`src/gkst_pkg.sv`:
```
// Shared types and constants for the GUID key set table.
`default_nettype none
package gkst_pkg;

  localparam int KEY_W     = 128;
  localparam int HALF_W    = 64;
  localparam int FUNC_W    = 2;
  localparam int SLOT_W    = 4;
  localparam int IN_DATA_W = 128;
  localparam int OUT_W     = 8;

  localparam logic [FUNC_W-1:0] OP_FIND   = 2'd0;
  localparam logic [FUNC_W-1:0] OP_ADD    = 2'd1;
  localparam logic [FUNC_W-1:0] OP_DELETE = 2'd2;

  // controller -> datapath
  typedef struct packed {
    logic load;    // capture the incoming word, restart the scan
    logic scan;    // issue a read at the scan address and advance
    logic commit;  // apply the update and load the output register
  } gkst_cmd_t;

  // datapath -> controller
  typedef struct packed {
    logic last_rd;   // scan address is at the last slot
    logic out_free;  // output register can take a result this cycle
  } gkst_stat_t;

endpackage
`default_nettype wire

```
`src/guid_key_set_table_top.sv`:
```
// Top level of the GUID key set table: stream ports, controller and datapath.
// Each word passes through a scan that reads every slot of the key memory, a read
//   drain, and a commit that loads the output register when it can take a result.
// A word is taken only after the previous one is committed; the single read port of
//   the key memory sets the scan length. A new word is taken while a result waits.
// Reset (rst, synchronous, active high) empties the set by clearing all valid
//   bits; key memory contents are not cleared and need no clearing pass.
`default_nettype none
module guid_key_set_table_top #(
  parameter int TABLE_DEPTH = 16
) (
  input  wire          clk,
  input  wire          rst,
  // input stream
  input  wire          s_tvalid,
  output logic         s_tready,
  input  wire [127:0]  s_tdata,   // [63:0] guid_high, [127:64] guid_low
  input  wire [1:0]    s_tuser,   // [1:0] func
  // result stream
  output logic         m_tvalid,
  input  wire          m_tready,
  output logic [7:0]   m_tdata    // [0] hit, [1] success, [2] table_full,
                                  // [6:3] slot, [7] zero
);
  import gkst_pkg::*;

  gkst_cmd_t  cmd;
  gkst_stat_t stat;
  logic [KEY_W-1:0] key;

  // key as one 128-bit word: upper half on top
  assign key = {s_tdata[HALF_W-1:0], s_tdata[IN_DATA_W-1:HALF_W]};

  gkst_ctrl u_ctrl (
    .clk      (clk),
    .rst      (rst),
    .in_valid (s_tvalid),
    .in_ready (s_tready),
    .stat     (stat),
    .cmd      (cmd)
  );

  gkst_dp #(
    .TABLE_DEPTH (TABLE_DEPTH)
  ) u_dp (
    .clk       (clk),
    .rst       (rst),
    .cmd       (cmd),
    .stat      (stat),
    .in_func   (s_tuser),
    .in_key    (key),
    .out_valid (m_tvalid),
    .out_ready (m_tready),
    .out_data  (m_tdata)
  );

endmodule
`default_nettype wire

```
`src/gkst_ctrl.sv`:
```
// Sequencer for one operation: accept, scan, drain, commit.
`default_nettype none
module gkst_ctrl (
  input  wire                 clk,
  input  wire                 rst,
  input  wire                 in_valid,
  output logic                in_ready,
  input  gkst_pkg::gkst_stat_t stat,
  output gkst_pkg::gkst_cmd_t  cmd
);
  import gkst_pkg::*;

  typedef enum logic [1:0] {
    ST_IDLE,
    ST_SCAN,
    ST_DRAIN,
    ST_FINISH
  } state_t;

  state_t state;
  logic   accept;

  assign accept = in_valid && in_ready;

  always_comb begin
    cmd.load   = accept;
    cmd.scan   = (state == ST_SCAN);
    cmd.commit = (state == ST_FINISH) && stat.out_free;
  end

  always_ff @(posedge clk) begin
    if (rst) begin
      state    <= ST_IDLE;
      in_ready <= 1'b0;
    end else begin
      unique case (state)
        ST_IDLE: begin
          if (accept) begin
            state    <= ST_SCAN;
            in_ready <= 1'b0;
          end else begin
            in_ready <= 1'b1;
          end
        end
        ST_SCAN: begin
          if (stat.last_rd) begin
            state <= ST_DRAIN;
          end
        end
        ST_DRAIN: begin
          state <= ST_FINISH;
        end
        ST_FINISH: begin
          if (stat.out_free) begin
            state    <= ST_IDLE;
            in_ready <= 1'b1;
          end
        end
        default: begin
          state    <= ST_IDLE;
          in_ready <= 1'b0;
        end
      endcase
    end
  end

endmodule
`default_nettype wire

```
`src/gkst_dp.sv`:
```
// Key memory, valid bits, scan compare and result register.
`default_nettype none
module gkst_dp #(
  parameter int TABLE_DEPTH = 16
) (
  input  wire                                  clk,
  input  wire                                  rst,
  input  gkst_pkg::gkst_cmd_t                  cmd,
  output gkst_pkg::gkst_stat_t                 stat,
  input  wire [gkst_pkg::FUNC_W-1:0]           in_func,
  input  wire [gkst_pkg::KEY_W-1:0]            in_key,
  output logic                                 out_valid,
  input  wire                                  out_ready,
  output logic [gkst_pkg::OUT_W-1:0]           out_data
);
  import gkst_pkg::*;

  localparam int IDX_W = (TABLE_DEPTH > 1) ? $clog2(TABLE_DEPTH) : 1;
  localparam int EXT_W = (IDX_W > SLOT_W) ? IDX_W : SLOT_W;

  logic [KEY_W-1:0]       key_mem [TABLE_DEPTH];
  logic [KEY_W-1:0]       rd_data;
  logic [TABLE_DEPTH-1:0] valid;

  logic [FUNC_W-1:0] func;
  logic [KEY_W-1:0]  key;
  logic [IDX_W-1:0]  rd_addr;
  logic              cmp_vld;
  logic [IDX_W-1:0]  cmp_idx;
  logic              match_found;
  logic [IDX_W-1:0]  match_idx;
  logic              free_found;
  logic [IDX_W-1:0]  free_idx;

  logic             wr_en;
  logic             del_en;
  logic             res_hit;
  logic             res_success;
  logic             res_full;
  logic [IDX_W-1:0] res_idx;
  logic [EXT_W-1:0] res_ext;

  assign stat.last_rd  = (rd_addr == IDX_W'(TABLE_DEPTH - 1));
  assign stat.out_free = !out_valid || out_ready;

  // result of the finished scan
  always_comb begin
    res_hit     = match_found;
    res_success = 1'b0;
    res_full    = 1'b0;
    res_idx     = match_found ? match_idx : '0;
    wr_en       = 1'b0;
    del_en      = 1'b0;
    unique case (func)
      OP_FIND: begin
        res_success = match_found;
      end
      OP_ADD: begin
        if (!match_found) begin
          if (free_found) begin
            wr_en       = 1'b1;
            res_success = 1'b1;
            res_idx     = free_idx;
          end else begin
            res_full = 1'b1;
          end
        end
      end
      OP_DELETE: begin
        if (match_found) begin
          del_en      = 1'b1;
          res_success = 1'b1;
        end
      end
      default: begin
        res_success = 1'b0;
      end
    endcase
    res_ext = EXT_W'(res_idx);
  end

  // key memory: one write port, one registered read port
  always_ff @(posedge clk) begin
    if (cmd.commit && wr_en) begin
      key_mem[free_idx] <= key;
    end
    rd_data <= key_mem[rd_addr];
  end

  always_ff @(posedge clk) begin
    if (rst) begin
      valid <= '0;
    end else if (cmd.commit) begin
      if (wr_en) begin
        valid[free_idx] <= 1'b1;
      end else if (del_en) begin
        valid[match_idx] <= 1'b0;
      end
    end
  end

  // operand capture and scan
  always_ff @(posedge clk) begin
    if (cmd.load) begin
      func <= in_func;
      key  <= in_key;
    end
  end

  always_ff @(posedge clk) begin
    if (rst) begin
      rd_addr     <= '0;
      cmp_vld     <= 1'b0;
      cmp_idx     <= '0;
      match_found <= 1'b0;
      match_idx   <= '0;
      free_found  <= 1'b0;
      free_idx    <= '0;
    end else begin
      cmp_vld <= cmd.scan;
      cmp_idx <= rd_addr;
      if (cmd.load) begin
        rd_addr     <= '0;
        match_found <= 1'b0;
        free_found  <= 1'b0;
      end else begin
        if (cmd.scan && !stat.last_rd) begin
          rd_addr <= rd_addr + 1'b1;
        end
        if (cmp_vld) begin
          if (!match_found && valid[cmp_idx] && (rd_data == key)) begin
            match_found <= 1'b1;
            match_idx   <= cmp_idx;
          end
          if (!free_found && !valid[cmp_idx]) begin
            free_found <= 1'b1;
            free_idx   <= cmp_idx;
          end
        end
      end
    end
  end

  // output register
  always_ff @(posedge clk) begin
    if (rst) begin
      out_valid <= 1'b0;
    end else if (cmd.commit) begin
      out_valid <= 1'b1;
    end else if (out_ready) begin
      out_valid <= 1'b0;
    end
  end

  always_ff @(posedge clk) begin
    if (cmd.commit) begin
      out_data <= {1'b0, res_ext[SLOT_W-1:0], res_full, res_success, res_hit};
    end
  end

endmodule
`default_nettype wire
```
`config.mk`:
```
export PLATFORM = sky130hd
export DESIGN_NAME = guid_key_set_table_top
export DESIGN_NICKNAME = d
export VERILOG_FILES = /design/src/gkst_pkg.sv /design/src/guid_key_set_table_top.sv /design/src/gkst_ctrl.sv /design/src/gkst_dp.sv
export SDC_FILE = /design/constraint.sdc
export NUM_CORES = 2
export LEC_CHECK = 0
export BUFFER_PORTS_ARGS = -buffer_cell sky130_fd_sc_hd__clkbuf_2
export CORE_MARGIN = 2
export CORE_UTILIZATION = 40
export CTS_CLUSTER_SIZE = 10
export DETAILED_ROUTE_END_ITERATION = 6
export GPL_TIMING_DRIVEN = 0
export SLEW_MARGIN = 20
export SYNTH_ARGS = -nofsm -noshare
export SYNTH_HDL_FRONTEND = slang
export SYNTH_SLANG_ARGS = --single-unit
```
`constraint.sdc`:
```
create_clock -name clk -period 18 [get_ports clk]
set_input_delay 0.9 -clock clk [delete_from_list [all_inputs] [get_ports clk]]
set_output_delay 0.9 -clock clk [all_outputs]
set_load 0.005 [all_outputs]
```
==> summary.md <==
| Metric | Value |
|---|---|
| Worst path bufs/invs | `0` |
| Post-route setup slack | `13690 ps` |
| Syn. warnings | `0` |
| Critical Path Max Stage Delay | `1060 ps` |
| Arrival @ worst endpoint | `5150 ps` |
| CTS Buf Count | `289` |
| Max_slew headroom | `17.7%` |
| Initial antenna violation count | `11` |
| Post-synthesis simple-gate area fraction | `1.18%` |
| Post-synth EDFFs | `2185` |
| Clk root buf | `clkbuf_16` |
| Final Cell Area | `103000 um^2` |
| Total core area | `215000 um^2` |
| Top cells by area, synth | `edfxtp_1 76%, mux4_2 17%, dfxtp_1 3.9%` |
| Crit path capture type | `flip-flop` |
| H-tree Lvls | `5` |
| Cell count after synthesis | `3530` |
| CTS Sinks | `2352` |
| CP Cell Sequence | `xnor2_1 > nand4_1 > nor4_1 > nand4_1 > nor4_1 > o21ba_2` |
| FF-to-FF setup slack | `13690 ps` |
| Pre-CTS setup slack | `13610 ps` |
| Die Y-Extent | `469 um` |
| Total die area | `220000 um^2` |
| Post-synth top area share | `75.7%` |
| Clock slew seen by the registers of the worst setup and hold paths | `50 ps` |
| Hold Buf Count CTS | `0` |
| Drt total wl | `224000 um` |
| Synth cell types | `45` |
| Largest family of logic cells by synthesized area | `multiplexers` |
| Layout cells sized above 1 | `31.9%` |
| Avg Inst Size Synth | `24.5 um^2` |
| DPL Wire Length | `149000 um` |
| Async set-or-reset flop fraction in the synthesized netlist | `0%` |
| Power Dens Cells | `128 nW/um^2` |
| Worst Hold Margin | `178 ps` |
| Cell family with most CP delay | `simple AND/OR/NAND/NOR gates` |
| Drt first pass iters | `6` |
| P_leak | `31.9 nW` |
| Largest fanout on the critical path | `17` |
| Synth Area in Compound Gates | `0.581%` |
| VDD IR max | `0.0961 mV` |
| Area delta synth->final | `18.7%` |
| Initial DRC count | `5099` |
| Fillers | `17200` |
| # setup viols final | `0` |
| Resized Gates After CTS | `0` |
| MaxCap Viol Count | `0` |
| Commonest cells post-synth | `2185 x edfxtp_1, 640 x mux4_2, 167 x dfxtp_1` |
| Final nets | `4316` |
| DP Area | `94700 um^2` |
| Tmin final | `4310 ps` |
| Vias in the first global route | `41400` |
| Top-count cell post-synth | `edfxtp_1` |
| FMAX | `232 MHz` |
| Cell Area, Synth | `86600 um^2` |
| Kind of critical path | `flip-flop to flip-flop` |
| RSZ-0062 raised after global routing | `false` |
| Startpoint Class | `flip-flop` |
| Final hold vios | `0` |
| Worst Path Required | `18840 ps` |
| First-pass GRT wire length | `317000 um` |
| Sequential-to-total area share from yosys stat | `79.6%` |
| Routed vias/inst | `5.61` |
| Remaining global-route overflow | `0` |
| Post-Synth XOR/XNOR Area | `0.839%` |
| Yosys top cell by area | `edfxtp_1` |
| TritonCTS clock tree | `yes` |
| Post-synthesis mux area share | `16.9%` |
| Total power | `13.2 mW` |
| Final worst path period share | `23.9%` |
| Final Util | `47.8%` |
| GRT Total Usage | `20.3%` |
| Vias | `40400` |
| Routed len/inst | `31.1 um` |
| Initial Util | `40.3%` |
| CP max stage cell | `xnor2_1` |
| Adder-Cell Fraction of Synth Area | `0.0722%` |
| Status | `finished, final reports clean` |
| Port bufs | `141` |
| Worst clock skew | `43.9 ps` |
| Clk buf depth | `4` |
| Synth Flop Type | `edfxtp_1` |
| DRC viols | `0` |
| Hold Crit Class | `input port to flip-flop` |
| Die width | `469 um` |
| Skew-Pair Late Insertion Delay | `900 ps` |
| Final Slew Violations | `0` |
| Synthesis-stage register bit count | `2352` |
| Worst Max-Slew Pin Slew | `1230 ps` |
| I/O pins | `144` |
| Row cnt | `170` |
| Net Count, Synth | `3669` |
| GP Congestion | `0.798` |
| Final ANT Viol Nets | `0` |
| Setup Fix Bufs, Post-CTS | `0` |
| Largest net degree at the start of global routing | `64` |
[cells by family (layout without fill, tap and decap cells)]
group,count (synthesis),after routing
AND/OR/NAND/NOR,184,184
buffers and inverters,187,1018
multiplexers,657,657
other,1,2
XOR/XNOR,83,83
flip-flops,2352,2352
adder cells (fa/ha/maj),5,5
AO/OA/AOI/OAI,61,61
[metrics by stage]
stage	instances	TNS, ps
floorplan	3530	0
global placement	6509	-3236620
detailed placement	6723	0
CTS	7198	0
global route	7200	0
finish	7200	0
[cell usage in the layout (no fill, tap or decap), types with 6 or more instances in the layout]
| cell | synthesis | routed |
|---|---|---|
| xor2_1 | 26 | 25 |
| clkbuf_16 | 0 | 292 |
| dfxtp_1 | 167 | 167 |
| nand2_1 | 18 | 18 |
| clkbuf_8 | 0 | 6 |
| buf_1 | 42 | 17 |
| clkbuf_2 | 0 | 191 |
| nor2_4 | 0 | 12 |
| buf_6 | 0 | 24 |
| buf_2 | 2 | 9 |
| edfxtp_1 | 2185 | 2185 |
| nand2b_1 | 22 | 22 |
| buf_12 | 0 | 54 |
| o22ai_1 | 8 | 8 |
| mux2i_1 | 12 | 12 |
| clkbuf_1 | 107 | 243 |
| mux4_2 | 640 | 640 |
| o2111ai_1 | 6 | 6 |
| a2111o_1 | 7 | 7 |
| buf_16 | 0 | 60 |
| nor2b_1 | 42 | 42 |
| inv_1 | 34 | 33 |
| buf_4 | 2 | 75 |
| a211oi_1 | 12 | 12 |
| nor4_1 | 15 | 14 |
| xnor2_1 | 57 | 54 |
| nor2_1 | 41 | 29 |
| nand4_1 | 22 | 22 |
[power breakdown]
part | total (mW) | switching (mW) | leakage [nW] | internal [mW]
clock | 5.12 | 2.08 | 3.90 | 3.05
sequential | 6.43 | 0.220 | 21.1 | 6.21
combinational | 1.63 | 0.862 | 6.95 | 0.771
[worst reg2reg max path, delay by kind of cell (launching register included)]
kind             cells  cell delay [ps]
AND/OR/NAND/NOR      4             2350
XOR/XNOR             1             1070
flip-flops           1              630
AO/OA/AOI/OAI        1              230
[per-layer routing]
metal	track usage, %	routed length, um	share of wire, %
met5	0	11	0.0049
met4	6.08	6240	2.8
met3	3.36	14800	6.6
met2	33.6	112000	50
met1	27.8	91400	41
[worst paths after layout]
kind                                                       to                        from  cells past startpoint
worst min-delay path                   u_dp.func[0]$_DFFE_PP_                  s_tuser[0]                      1
worst max register to register  u_dp.match_found$_SDFFE_PP0P_      u_dp.key[38]$_DFFE_PP_                      6
worst min register to register     u_dp.valid[5]$_SDFFE_PP0P_  u_dp.valid[5]$_SDFFE_PP0P_                      1
worst max-delay path            u_dp.match_found$_SDFFE_PP0P_      u_dp.key[38]$_DFFE_PP_                      6
[sequential cells by signal (all words and copies together) (netlist names), 2 cells and up]
signal,count
u_dp.rd_data,128
u_dp.valid,16
u_dp.rd_addr,4
u_dp.match_idx,4
u_dp.func,2
u_dp.key,128
u_dp.cmp_idx,4
u_ctrl.state,2
u_dp.key_mem,2048
u_dp.free_idx,4
u_dp.out_data,7
[layout make-up]
type / instances / area [um^2] / share of cell area, %
clock buffer: 466 / 8020 / 7.80
clock inverter: 9 / 120 / 0.117
buffer: 153 / 656 / 0.637
multi-input combinational: 991 / 17100 / 16.6
tap: 2838 / 3550 / 3.45
antenna: 1 / 2.50 / 0.00243
inverter: 34 / 135 / 0.131
sequential: 2352 / 69000 / 67.0
timing repair buffer: 356 / 4320 / 4.20
Note: power is estimated with default switching activity, not from simulation.
